===== src/hdl/omni_chassis_wheel_speed_error_macros.svh =====
// Assertion macros shared by the chassis wheel speed error block.
`ifndef OMNI_CHASSIS_WHEEL_SPEED_ERROR_MACROS_SVH
`define OMNI_CHASSIS_WHEEL_SPEED_ERROR_MACROS_SVH

// Same-cycle implication, checked on every rising edge outside reset.
`define OCWSE_ASSERT_NOW(lbl, ante, cons) \
	lbl: assert property (@(posedge clk) disable iff (!arst_n) (ante) |-> (cons)) \
		else $error("wheel speed error check failed");

// Next-cycle implication, checked on every rising edge outside reset.
`define OCWSE_ASSERT_NEXT(lbl, ante, cons) \
	lbl: assert property (@(posedge clk) disable iff (!arst_n) (ante) |=> (cons)) \
		else $error("wheel speed error check failed");

`endif


===== src/hdl/ocwse_pkg.sv =====
`timescale 1ns / 1ps
package ocwse_pkg;
	localparam int XW = 28;
	localparam int ZW = 18;
	localparam int MAGW = 17;
	localparam int LIMW = 15;
	localparam int GAINW = 12;
	localparam int DIV_STEPS = 15;
	localparam int ANGLE_FRAC = 13;
	localparam int MAX_STEPS = 24;
	localparam logic signed [ZW-1:0] ANGLE_PI = 18'sd25736;
	localparam int AW = 3;
	localparam logic [AW-1:0] ADDR_MAX_SPEED = 3'd0;
	localparam logic [AW-1:0] ADDR_ROT_GAIN = 3'd4;

	typedef struct packed {
		logic zero;
		logic signed [15:0] mx;
		logic signed [15:0] my;
		logic [3:0][15:0] meas;
	} side_t;

	typedef struct packed {
		logic big;
		logic neg;
	} lane_ctl_t;

	function automatic logic signed [ZW-1:0] atan_q13(input int idx);
		logic signed [ZW-1:0] v;
		case (idx)
			0: v = 18'sd6434;
			1: v = 18'sd3798;
			2: v = 18'sd2007;
			3: v = 18'sd1019;
			4: v = 18'sd511;
			5: v = 18'sd256;
			6: v = 18'sd128;
			7: v = 18'sd64;
			8: v = 18'sd32;
			9: v = 18'sd16;
			10: v = 18'sd8;
			11: v = 18'sd4;
			12: v = 18'sd2;
			13: v = 18'sd1;
			default: v = 18'sd0;
		endcase
		return v;
	endfunction
endpackage


===== src/hdl/ocwse_cordic_step.sv =====
`timescale 1ns / 1ps
module ocwse_cordic_step #(
	parameter int STEP = 0
) (
	input logic clk,
	input logic en,
	input logic signed [ocwse_pkg::XW-1:0] x_in,
	input logic signed [ocwse_pkg::XW-1:0] y_in,
	input logic signed [ocwse_pkg::ZW-1:0] z_in,
	output logic signed [ocwse_pkg::XW-1:0] x_s1,
	output logic signed [ocwse_pkg::XW-1:0] y_s1,
	output logic signed [ocwse_pkg::ZW-1:0] z_s1
);
	import ocwse_pkg::*;

	localparam logic signed [ZW-1:0] ATAN = atan_q13(STEP);

	logic signed [XW-1:0] sx, sy;

	assign sx = x_in >>> STEP;
	assign sy = y_in >>> STEP;

	always_ff @(posedge clk) begin
		if (en) begin
			if (y_in > 0) begin
				x_s1 <= x_in + sy;
				y_s1 <= y_in - sx;
				z_s1 <= z_in + ATAN;
			end else begin
				x_s1 <= x_in - sy;
				y_s1 <= y_in + sx;
				z_s1 <= z_in - ATAN;
			end
		end
	end
endmodule


===== config.mk =====
export PLATFORM = sky130hd
export DESIGN_NAME = ocwse_cordic_step
export DESIGN_NICKNAME = d
export VERILOG_FILES = /design/src/hdl/omni_chassis_wheel_speed_error_macros.svh /design/src/hdl/ocwse_pkg.sv /design/src/hdl/ocwse_cordic_step.sv
export SDC_FILE = /design/constraint.sdc
export NUM_CORES = 1
export LEC_CHECK = 0
export BUFFER_PORTS_ARGS = -buffer_cell sky130_fd_sc_hd__buf_2
export CAP_MARGIN = 25
export CORE_ASPECT_RATIO = 1.5
export CORE_MARGIN = 10
export CORE_UTILIZATION = 36
export CTS_CLUSTER_DIAMETER = 50
export CTS_CLUSTER_SIZE = 24
export DETAILED_ROUTE_END_ITERATION = 8
export GPL_TIMING_DRIVEN = 0
export RECOVER_POWER = 25
export SLEW_MARGIN = 20
export SYNTH_ARGS = -nofsm -noshare
export SYNTH_HDL_FRONTEND = slang
export SYNTH_SLANG_ARGS = --single-unit

===== constraint.sdc =====
create_clock -name clk -period 5.53 [get_ports clk]
set_input_delay 1.106 -clock clk [delete_from_list [all_inputs] [get_ports clk]]
set_output_delay 1.106 -clock clk [all_outputs]
set_load 0.005 [all_outputs]

; ---- Word level (Yosys, flattened, before mapping)
; Cells that the tools add are included.
[totals]
register_bits = 74
inputBits = 76
out_inout_bits = 74
elab_cells = 12
[classes]
addsub = 5
order_cmp = 1
muxes = 3
[op_table]
columns = op, count
row1 = $mux W28, 2
row2 = $sub A28 B28 Y28, 2
row3 = $add A28 B28 Y28, 1
row4 = $gt A28 B1 Y1 const B, 1
row5 = $add A18 B14 Y18 const B, 1
row6 = $mux W18, 1
row7 = $sub A18 B14 Y18 const B, 1

; ---- Depth between registers and ports, before layout
[depth]
depth_word = 2
depth_mapped = 17
depth_no_buf = 15

; ---- Worst setup path after synthesis
; OpenSTA, ideal clock, no wires.
[synth_timing]
kind = input port to flip-flop
start = input port y_in[9] (netlist bit)
end = register z_s1[17] (netlist bit), data pin
setup_time_ps = 260
arrival_ps = 4237
t_required_ps = 5270
path_slack_ps = 1033
path_stages = 17
path_buffers = 3
path_cell_list = nor4_1 nand4_1 nor2_1 or2_2 buf_2 clkbuf_1 buf_2 ha_1 a21oi_1 o21ai_1 a21o_1 a21o_1 nor2b_1 o41ai_2 o2111ai_1 a21oi_1 xnor2_1
[synth_between]
elab_chain_len = 2
[synth_lines]
columns = element, line
row1 = start: declaration, ocwse_cordic_step.sv:8  ; input logic signed [ocwse_pkg::XW-1:0] y_in,
row2 = $gt A28 B1 Y1, ocwse_cordic_step.sv:25  ; if (y_in > 0) begin
row3 = $mux W18, ocwse_cordic_step.sv:25
row4 = end signal: assignment, ocwse_cordic_step.sv:28  ; z_s1 <= z_in + ATAN;
row5 = end signal: assignment, ocwse_cordic_step.sv:32  ; z_s1 <= z_in - ATAN;
row6 = end: declaration, ocwse_cordic_step.sv:12  ; output logic signed [ocwse_pkg::ZW-1:0] z_s1
; Every way passes these cells.
; A chain may end at the register's enable or synchronous reset.

; ---- Worst setup path after layout
[layout_timing]
start = input port y_in[9] (netlist bit)
end = register z_s1[16] (netlist bit), data pin
; Same word-level chain as after synthesis.

==> out/results.txt <==
status: complete, but fails checks
CP max FO: 21
Final ANT Viol Nets: 0
CTS buffer count: 9
Setup Fix Bufs, Post-CTS: 0
worst vdd ir: 0.000157 V
PortBufs: 149
FMAX: 196 MHz
H-tree depth: 3
critical path, cell by cell: buf_2, nor4_1, nand4_1, nor2_1, or2_2, buf_2, clkbuf_2, buf_4, ha_1, a21o_1, a21o_1, a21oi_1, o21ai_0, a221oi_1, a21oi_1, o21ai_0, nand2_1, xor2_1
Fin. Hold Viols: 0
post-synthesis cell count: 876
Setup TNS Final: 0 ns
failing checks: capacitance limit, slew limit
routability cong.: 0.953
number of fill cells: 2,115
antenna cells: 0
via count: 6,987
CTS tree: built
drt via density: 5.34
# clock sinks: 73
CTS clk-pin slew, worst paths: 0.06 ns
number of DRC markers in iteration 0: 443
CP arrival: 5.19 ns
first-pass GRT wire length: 40,300 µm
post-layout util: 0.433
Leak: 4.16 nW
crit start category: primary input
GR Util All Layers: 0.184
DRT Wirelength: 26,000 µm
kind of critical path: primary input to flop
Synth warnings: 0
P per Cell Area: 255 nW/µm²
pin count of the biggest net entering global routing: 59
dpl hpwl: 21,300 µm
flops & latches, synth: 73
Max Root-Sink Buffers: 2
die area: 27,500 µm²
wire length on met3: 1310 µm
vias in the first global route: 7,200
DR pass1 iterations: 5
Layout area overhead: 19.0%
Hold Path Origin: z_in[0]
drt wl/cell: 19.9 µm
synthesized area per cell: 8.69 µm²
post-synthesis cell area: 7610 µm²
highest metal used: met4
Crit. Startpoint: y_in[9]
final setup violation count: 0
Critical Path RT: 5.62 ns
GRT overflow: 0
Max Slew Vio Count: 59
commonest non-fill, non-tap cells in the layout: buf_2 (150), a21oi_1 (97), ha_1 (97), inv_1 (85), nor2_1 (85)
Routed met1 length: 10,400 µm
EDFF count, synth: 73
DR WL met2: 13,400 µm
most frequently used flop master after synthesis: edfxtp_1
worst hold path type: primary input to flop
initial antenna violation count: 0
core area: 20,900 µm²
Tmin final: 5.10 ns
clk root buf: clkbuf_16
top cell family by delay on the critical path: compound AO/OA/AOI/OAI gates
max-slew headroom at the worst pin: -1.16
commonest non-fill, non-tap cell in the layout: buf_2
starting density of the core: 0.364
MaxCap Viol Count: 1
slowest cell delay on critical path: 0.43 ns
Final Cycle Share: 0.922
sequential share of the synthesized area: 0.288
Buf/Inv on CP: 4
Critical Path End Type: flop
layout cells sized above 1: 0.195
pin slew with the least headroom to its limit: 3.23 ns
DRC viols: 0
Post-synth ARST share: 0
I/O pin total: 150
Final #Nets: 1,214
Crit-path slowest cell: nor4_1
Synth cell types: 73
Core Rows: 65
syn_nets: 1,053
Die Wd: 139 µm
unrepaired setup endpoints after global routing: no
Die Height: 198 µm
## repair_timing
item	CTS	global route
hold buffers	0	0
endpoints found under the hold margin	0	0
setup endpoints to repair	4	2
resized for setup	2	1
## worst paths after layout
| check | slack [ns] | cells past startpoint | to |
|---|---|---|---|
| worst max-delay path | 0.43 | 18 | z_s1[16] |
| worst min-delay path | 0.95 | 1 | z_s1[0] |
## final cells by class
cell class,instances,area [µm²],share of cell area
clock inverters,5,129,0.0142
flip-flops and latches,73,2190,0.242
plain buffers,37,231,0.0255
inverters,89,334,0.0369
repair buffers,150,746,0.0823
clock buffers,10,229,0.0253
multi-input cells,677,4860,0.537
well taps,268,335,0.0370
## state kept, by name (all words and copies together) (netlist names)
signal / flops
z_s1: 18
x_s1: 28
y_s1: 27
## routing by layer
metal / GRT usage / up-vias
li1: - / 3424
met2: 0.336 / 236
met4: 0.0829 / 0
met1: 0.207 / 3273
met3: 0.0290 / 54
met5: 0 / -
## logic make-up (layout without fill, tap and decap cells)
logic type,Yosys count,in the layout,synth area share
and+or+nand+nor,220,220,0.139
AOI/OAI and AO/OA,281,281,0.241
muxes,9,9,0.0118
buffers and inverters,126,291,0.0738
xor gates and xnor gates,66,66,0.0760
DFF,73,73,0.288
adders and majority gates,101,101,0.170
## through the flow
stage / instance area, µm² / hold slack, ns / cells / setup slack [ns] / total power, mW
floorplan: 7610 / 1.20 / 876 / 1.03 / 1.28
global placement: 8690 / 1.28 / 1293 / -0.586 / 1.59
detailed placement: 8720 / 1.30 / 1294 / -0.608 / 1.60
CTS: 9080 / 0.945 / 1309 / 0.175 / 2.33
global route: 9060 / 0.948 / 1309 / 0.0637 / 2.44
finish: 9060 / 0.948 / 1309 / 0.431 / 2.31
## Yosys cell counts (all sizes together) (2+ instances only)
| library cell | n | area, µm² |
|---|---|---|
| a21oi | 97 | 485 |
| ha | 97 | 1210 |
| inv | 89 | 334 |
| nor2 | 85 | 319 |
| edfxtp | 73 | 2190 |
| o21ai | 53 | 269 |
| xnor2 | 51 | 447 |
| nand2 | 42 | 158 |
| a21o | 36 | 272 |
| buf | 23 | 175 |
| o21bai | 21 | 158 |
| nor2b | 17 | 106 |
| nand3 | 15 | 75.1 |
| xor2 | 15 | 131 |
| clkbuf | 14 | 52.6 |
| a211oi | 13 | 110 |
| nor3 | 11 | 55.1 |
| mux2i | 9 | 90.1 |
| nor4 | 9 | 56.3 |
| nand4 | 8 | 50.1 |
| a31oi | 7 | 43.8 |
| nand2b | 7 | 43.8 |
| o211ai | 6 | 45.0 |
| o21a | 6 | 45.0 |
| o31ai | 6 | 45.0 |
| and3 | 5 | 36.3 |
| a21boi | 4 | 30.0 |
| a221oi | 4 | 41.3 |
| and2 | 4 | 25.0 |
| fa | 4 | 80.1 |
| o41ai | 4 | 50.1 |
| or2 | 4 | 27.5 |
| and2b | 3 | 25.0 |
| nand3b | 3 | 22.5 |
| or3 | 3 | 18.8 |
| a2111oi | 2 | 17.5 |
| a31o | 2 | 17.5 |
| o2111ai | 2 | 23.8 |
| o221ai | 2 | 23.8 |
| o311ai | 2 | 17.5 |
| o31a | 2 | 17.5 |
## power breakdown
group	internal, mW	switching, mW	leakage, nW	total (mW)
sequential	0.737	0.0228	0.715	0.759
clock	0.485	0.241	0.173	0.726
combinational	0.335	0.494	3.28	0.829
total	1.56	0.757	4.16	2.31
Note: power is estimated with default switching activity, not from simulation.
