### config.mk
export PLATFORM = sky130hd
export DESIGN_NAME = ocwse_lane
export DESIGN_NICKNAME = d
export VERILOG_FILES = /design/src/hdl/omni_chassis_wheel_speed_error_macros.svh /design/src/hdl/ocwse_pkg.sv /design/src/hdl/ocwse_lane.sv
export SDC_FILE = /design/constraint.sdc
export NUM_CORES = 2
export LEC_CHECK = 0
export BUFFER_PORTS_ARGS = -buffer_cell sky130_fd_sc_hd__buf_2
export CORE_MARGIN = 10
export CORE_UTILIZATION = 64
export DETAILED_ROUTE_END_ITERATION = 7
export PLACE_DENSITY = 0.81
export REMOVE_ABC_BUFFERS = 1
export SETUP_SLACK_MARGIN = 0.05
export SKIP_LAST_GASP = 1
export SYNTH_ARGS = -nofsm -noshare
export SYNTH_HDL_FRONTEND = slang
export SYNTH_SLANG_ARGS = --single-unit
### constraint.sdc
create_clock -name clk -period 8.8 [get_ports clk]
set_input_delay 0.88 -clock clk [delete_from_list [all_inputs] [get_ports clk]]
set_output_delay 0.88 -clock clk [all_outputs]
set_load 0.05 [all_outputs]
### src/hdl/omni_chassis_wheel_speed_error_macros.svh
// Assertion macros shared by the chassis wheel speed error block.
`ifndef OMNI_CHASSIS_WHEEL_SPEED_ERROR_MACROS_SVH
`define OMNI_CHASSIS_WHEEL_SPEED_ERROR_MACROS_SVH

// Same-cycle implication, checked on every rising edge outside reset.
`define OCWSE_ASSERT_NOW(lbl, ante, cons) \
	lbl: assert property (@(posedge clk) disable iff (!arst_n) (ante) |-> (cons)) \
		else $error("wheel speed error check failed");

// Next-cycle implication, checked on every rising edge outside reset.
`define OCWSE_ASSERT_NEXT(lbl, ante, cons) \
	lbl: assert property (@(posedge clk) disable iff (!arst_n) (ante) |=> (cons)) \
		else $error("wheel speed error check failed");

`endif

### src/hdl/ocwse_pkg.sv
`timescale 1ns / 1ps
package ocwse_pkg;
	localparam int XW = 28;
	localparam int ZW = 18;
	localparam int MAGW = 17;
	localparam int LIMW = 15;
	localparam int GAINW = 12;
	localparam int DIV_STEPS = 15;
	localparam int ANGLE_FRAC = 13;
	localparam int MAX_STEPS = 24;
	localparam logic signed [ZW-1:0] ANGLE_PI = 18'sd25736;
	localparam int AW = 3;
	localparam logic [AW-1:0] ADDR_MAX_SPEED = 3'd0;
	localparam logic [AW-1:0] ADDR_ROT_GAIN = 3'd4;

	typedef struct packed {
		logic zero;
		logic signed [15:0] mx;
		logic signed [15:0] my;
		logic [3:0][15:0] meas;
	} side_t;

	typedef struct packed {
		logic big;
		logic neg;
	} lane_ctl_t;

	function automatic logic signed [ZW-1:0] atan_q13(input int idx);
		logic signed [ZW-1:0] v;
		case (idx)
			0: v = 18'sd6434;
			1: v = 18'sd3798;
			2: v = 18'sd2007;
			3: v = 18'sd1019;
			4: v = 18'sd511;
			5: v = 18'sd256;
			6: v = 18'sd128;
			7: v = 18'sd64;
			8: v = 18'sd32;
			9: v = 18'sd16;
			10: v = 18'sd8;
			11: v = 18'sd4;
			12: v = 18'sd2;
			13: v = 18'sd1;
			default: v = 18'sd0;
		endcase
		return v;
	endfunction
endpackage

### src/hdl/ocwse_lane.sv
`timescale 1ns / 1ps
module ocwse_lane (
	input logic clk,
	input logic en,
	input logic [ocwse_pkg::LIMW-1:0] lim,
	input logic [ocwse_pkg::MAGW-1:0] mag,
	input logic [ocwse_pkg::MAGW-1:0] peak,
	input ocwse_pkg::lane_ctl_t ctl,
	input logic signed [15:0] meas,
	output logic signed [16:0] err
);
	import ocwse_pkg::*;

	localparam int NW = MAGW + LIMW + 1;

	logic [NW-1:0] prod;
	logic [MAGW-1:0] rem_q [DIV_STEPS+1];
	logic [DIV_STEPS-1:0] low_q [DIV_STEPS+1];
	logic [DIV_STEPS-1:0] quo_q [DIV_STEPS+1];
	logic [MAGW-1:0] mag_q [DIV_STEPS+1];
	logic [MAGW-1:0] peak_q [DIV_STEPS+1];
	lane_ctl_t ctl_q [DIV_STEPS+1];
	logic signed [15:0] meas_q [DIV_STEPS+1];
	logic [MAGW:0] trial [DIV_STEPS];
	logic ge [DIV_STEPS];
	logic signed [18:0] mag_f, w_f, diff;

	assign prod = NW'(mag) * NW'(lim);

	// Restoring division: one quotient bit per stage, remainder stays below peak.
	always_comb begin
		for (int i = 0; i < DIV_STEPS; i++) begin
			trial[i] = {rem_q[i], low_q[i][DIV_STEPS-1]};
			ge[i] = trial[i] >= {1'b0, peak_q[i]};
		end
	end

	always_ff @(posedge clk) begin
		if (en) begin
			rem_q[0] <= prod[DIV_STEPS +: MAGW];
			low_q[0] <= prod[DIV_STEPS-1:0];
			quo_q[0] <= '0;
			mag_q[0] <= mag;
			peak_q[0] <= peak;
			ctl_q[0] <= ctl;
			meas_q[0] <= meas;
			for (int i = 0; i < DIV_STEPS; i++) begin
				rem_q[i+1] <= ge[i] ? MAGW'(trial[i] - {1'b0, peak_q[i]}) : MAGW'(trial[i]);
				low_q[i+1] <= {low_q[i][DIV_STEPS-2:0], 1'b0};
				quo_q[i+1] <= {quo_q[i][DIV_STEPS-2:0], ge[i]};
				mag_q[i+1] <= mag_q[i];
				peak_q[i+1] <= peak_q[i];
				ctl_q[i+1] <= ctl_q[i];
				meas_q[i+1] <= meas_q[i];
			end
		end
	end

	always_comb begin
		mag_f = ctl_q[DIV_STEPS].big ? 19'(quo_q[DIV_STEPS]) : 19'(mag_q[DIV_STEPS]);
		w_f = ctl_q[DIV_STEPS].neg ? -mag_f : mag_f;
		diff = w_f - 19'(meas_q[DIV_STEPS]);
		err = diff[16:0];
	end
endmodule
## Word level (Yosys, flattened, before mapping)

Memory sizes are Yosys's and may differ from the RTL's.
Cells that the tools add are included.

- Add/sub/neg operators: 17
- $mul: 1
- Multiplexer cells: 19
- Order comparisons: 15

Operators by type and width:

| cell | number |
|---|---|
| $mux 17 | 17 |
| $ge 18x17->1 | 15 |
| $sub 17x17->17 | 15 |
| $mul 17x15->32 | 1 |
| $neg 17->17 | 1 |
| $sub 17x16->17 | 1 |
| $mux 1 | 2 |

- Output and inout bits: 17
- Input port bits: 69
- Memories: 7
- Bits in registers: 0
- Bits in writable memories: 1584
- Word-level logic and storage cells: 59

Memories:

| name | depth | width | read ports | clocked after Yosys merged registers in | write ports | RTL line | RTL |
|---|---|---|---|---|---|---|---|
| mag_q | 16 | 17 | 16 | 0 | 16 | ocwse_lane.sv:20 | `logic [MAGW-1:0] mag_q [DIV_STEPS+1];` |
| peak_q | 16 | 17 | 15 | 0 | 16 | ocwse_lane.sv:21 | `logic [MAGW-1:0] peak_q [DIV_STEPS+1];` |
| rem_q | 16 | 17 | 15 | 0 | 16 | ocwse_lane.sv:17 | `logic [MAGW-1:0] rem_q [DIV_STEPS+1];` |
| meas_q | 16 | 16 | 16 | 0 | 16 | ocwse_lane.sv:23 | `logic signed [15:0] meas_q [DIV_STEPS+1];` |
| low_q | 16 | 15 | 15 | 0 | 16 | ocwse_lane.sv:18 | `logic [DIV_STEPS-1:0] low_q [DIV_STEPS+1];` |
| quo_q | 16 | 15 | 16 | 0 | 16 | ocwse_lane.sv:19 | `logic [DIV_STEPS-1:0] quo_q [DIV_STEPS+1];` |
| +1 memories | -- | -- | -- | -- | -- | -- |  |

## Logic depth before layout (Yosys ltp)

An unclocked memory read counts as a cell.

- Word-level depth: 5
- Depth in mapped cells: 23
- Gate-level depth less buffers: 22

## Worst setup path before layout

No wires, ideal clock.

- Kind: input -> register
- Start: input lim[8] in the netlist's numbering
- End: memory rem_q[0][15], data pin
- Data required time: 8.542 ns
- Cell stages on the path: 22
- Setup slack: 2.271 ns
- Path buffers: 3
- Setup time: 0.258 ns
- Arrival: 6.272 ns
- Path through: clkbuf_1 -> clkbuf_1 -> nand2_1 -> fa_1 -> fa_1 -> inv_1 -> fa_1 -> fa_1 -> fa_1 -> inv_1 -> fa_1 -> inv_1 -> ha_1 -> clkbuf_1 -> nand4_1 -> nor2_1 -> a211o_1 -> a21oi_1 -> or2_2 -> o311ai_0 -> a21oi_1 -> xnor2_1

RTL lines:

| element | RTL line | RTL |
|---|---|---|
| from (decl) | ocwse_lane.sv:5 | `input logic [ocwse_pkg::LIMW-1:0] lim,` |
| to (decl) | ocwse_lane.sv:17 |  |

==> qor.txt <==
Tightest Pin Transition: 1170 ps
Tmin final: 6360 ps
Die X: 337 um
Total Nets Final: 5472
max cap viols: 0
IO Port Bufs: 85
initial antenna violation count: 5
vias in the first global route: 37200
register bit total from synthesis: 1310
worst hold start: ctl[1]
R2R Setup Slk: 4930 ps
Clock Pin Slew Worst Setup and Hold Paths: 60 ps
drt pass-1 iters: 6
largest cells by area after synthesis: edfxtp_1 61%, ha_1 7.1%, fa_1 6.5%
Crit. End Element: register
largest family of logic cells by synthesized area: adder cells
Avg Cell Area, Syn: 13.8 sq um
Cells after Synth: 4687
deepest clock path buffer count: 3
startpoint types: input pin
# rows: 116
Mapped Area: 64500 sq um
Chip Height: 337 um
gr usage total: 21.3%
core footprint: 100000 sq um
worst hold endpoint: ctl_q[0][1]$_DFFE_PP_
full die area: 114000 sq um
number of enable flip-flop cells after synthesis: 1310
Post-CTS Setup Inserts: 0
post-synth cell types: 88
Synth Warn #: 0
Compound-Gate Fraction of Synth Area: 7.70%
run status: complete, no violations
max_slew headroom: 22.0%
placed cells: 5991
Hold Path Stages: 1
effective utilization at floorplan: 64.5%
Synth Flop Type: edfxtp_1
sequential share of the synthesized area: 61.0%
Worst-Skew Late Latency: 730 ps
# H-tree levels: 4
Total Wirelength: 120 mm
RSZ-0062 raised after global routing: false
Power Dens Cells: 365 nW/um^2
detailed placement HPWL: 83.0 mm
Final Cycle Share: 72.3%
vias per cell: 5.77
WP data arrival: 6850 ps
final hold vios: 0
FF-to-FF path depth: 11
Worst Path Required: 9290 ps
FMAX: 0.157 GHz
Yosys top cell by area: edfxtp_1
CP Max Fanout: 17
Finished Core Util: 70.6%
XOR/XNOR Fraction of Synth Area: 3.22%
Worst VDD drop: 0.462 mV
routed vias: 35900
Syn-to-layout area delta: 9.42%
mux contribution to synthesized area: 2.95%
DR WL/cell: 19.2 um
area fraction of the dominant cell type after synthesis: 61.0%
Leak Pwr: 28.3 nW
Synth Area in Adders: 13.6%
grt ovf: 0
TritonCTS Sinks: 1310
# hold bufs at CTS: 0
Post-Layout Cell Count: 6227
global placement routability congestion: 0.899
I/O pin total: 86
worst reg2reg endpoint: rem_q[1][16]$_DFFE_PP_
Resize count post-CTS: 0
Routed Antenna Nets: 0
Setup Crit Path Kind: in2reg
simple-gate share of the synthesized area: 7.44%
Iteration-0 DRC Markers: 2242
final setup violating endpoints: 0
r2r startpoint: low_q[3][29]$_DFFE_PP_
CTS tree: done
DRC: 0
ant diodes: 0
Fin Setup TNS: 0 ps
layout cell share with drive strength beyond 1: 9.25%
first-pass GRT wire length: 191 mm
Async SR Flop Fraction: 0%
Worst Hold Class: in2reg
Clock Tree Root: clkbuf_16
Clock Skews: 37.2 ps
Critical Path Start: lim[11]
cts bufs inserted: 132
largest net degree at the start of global routing: 213
fin. max-slew vios: 0
==> worst max-delay path: stages <==
cell,delay [ps]
buf_2,350
nand2_1,150
fa_1,560
inv_1,50
fa_1,460
fa_1,530
fa_1,520
fa_1,550
inv_1,60
fa_1,600
inv_1,60
ha_1,390
a21o_1,220
a21o_1,170
a21oi_1,170
nand2_1,100
a221o_1,320
a31oi_1,360
o21ai_0,190
xnor2_1,150
==> how the worst max path moves through the flow <==
stage,endpoint,slack (ps)
global route,rem_q[0][16]$_DFFE_PP_,2180
floorplan,rem_q[0][10]$_DFFE_PP_,2500
detailed placement,rem_q[0][16]$_DFFE_PP_,1730
global placement,rem_q[0][16]$_DFFE_PP_,1820
CTS,rem_q[0][16]$_DFFE_PP_,2510
finish,rem_q[0][16]$_DFFE_PP_,2440
==> metrics by stage <==
| stage | cell area, sq um | hold slack [ps] | power [mW] | worst slack (ps) |
|---|---|---|---|---|
| finish | 70600 | 313 | 25.7 | 2440 |
| global route | 70600 | 291 | 27.5 | 2180 |
| CTS | 70600 | 264 | 25.8 | 2510 |
| detailed placement | 66300 | 405 | 20.2 | 1730 |
| global placement | 66300 | 400 | 19.9 | 1820 |
| floorplan | 64100 | 400 | 17.4 | 2500 |
==> power breakdown <==
part	internal (mW)	switching [mW]	total (mW)
registers	8.58	0.556	9.14
logic	4.74	6.37	11.1
clock network	3.14	2.34	5.48
==> layer usage <==
layer | wire (um) | track usage [%] | vias up | share of wire (%)
met1 | 45100 | 23.6 | 17600 | 38
met5 | 63 | 0 | - | 0.053
met4 | 5650 | 10.5 | 10 | 4.7
met3 | 4740 | 3.13 | 288 | 4.0
met2 | 64200 | 39.5 | 896 | 54
li1 | - | - | 17100 | -
==> flip-flops by register name, indices dropped and copies added, names as in the netlist <==
| register | cells |
|---|---|
| ctl_q | 32 |
| quo_q | 120 |
| low_q | 120 |
| meas_q | 256 |
| rem_q | 255 |
| peak_q | 255 |
| mag_q | 272 |
==> final cells by class <==
cell class | instances | area, sq um
sequential | 1310 | 39300
fill | 6554 | 29400
multi-input combinational | 2696 | 22500
clock buffer | 161 | 3480
inverter | 588 | 2210
tap | 1298 | 1620
clock inverter | 75 | 782
timing repair buffer | 99 | 608
==> Yosys cell counts (21+ instances only) <==
cell,n
o21a_1,43
nor2_1,171
nor3_1,55
nor2b_1,47
nand2_1,303
a21o_1,85
edfxtp_1,1310
mux2i_1,39
o21bai_1,21
nand3_1,59
mux2_2,124
a211oi_1,23
o211ai_1,25
o21ai_0,180
nand4_1,34
a21oi_1,196
inv_1,588
a31oi_1,41
xnor2_1,139
and2_1,156
and3_1,32
xor2_1,98
ha_1,368
nand2b_1,31
clkbuf_1,63
fa_1,208
buf_2,21
==> placed cells by master, fill, tap and decap left out, types with 31 or more instances in the layout <==
cell type	Yosys	routed
o21a_1	43	43
nor2_1	171	171
and3_1	32	32
nor2b_1	47	47
fa_1	208	208
xor2_1	98	98
nand2b_1	31	31
nand2_1	303	303
xnor2_1	139	139
nor3_1	55	55
edfxtp_1	1310	1310
a21o_1	85	85
and2_1	156	156
inv_1	588	588
mux2i_1	39	39
ha_1	368	368
clkbuf_16	0	135
nand4_1	34	34
buf_2	21	84
nand3_1	59	59
a31oi_1	41	41
mux2_2	124	124
o21ai_0	180	180
a21oi_1	196	195
==> cell families after synthesis <==
| logic type | count (synthesis) |
|---|---|
| simple gates | 959 |
| compound gates | 753 |
| fa+ha+maj | 576 |
| xor+xnor | 237 |
| flops | 1310 |
| mux | 171 |
| buf+inv | 681 |
(Power assumes the default switching activity.)
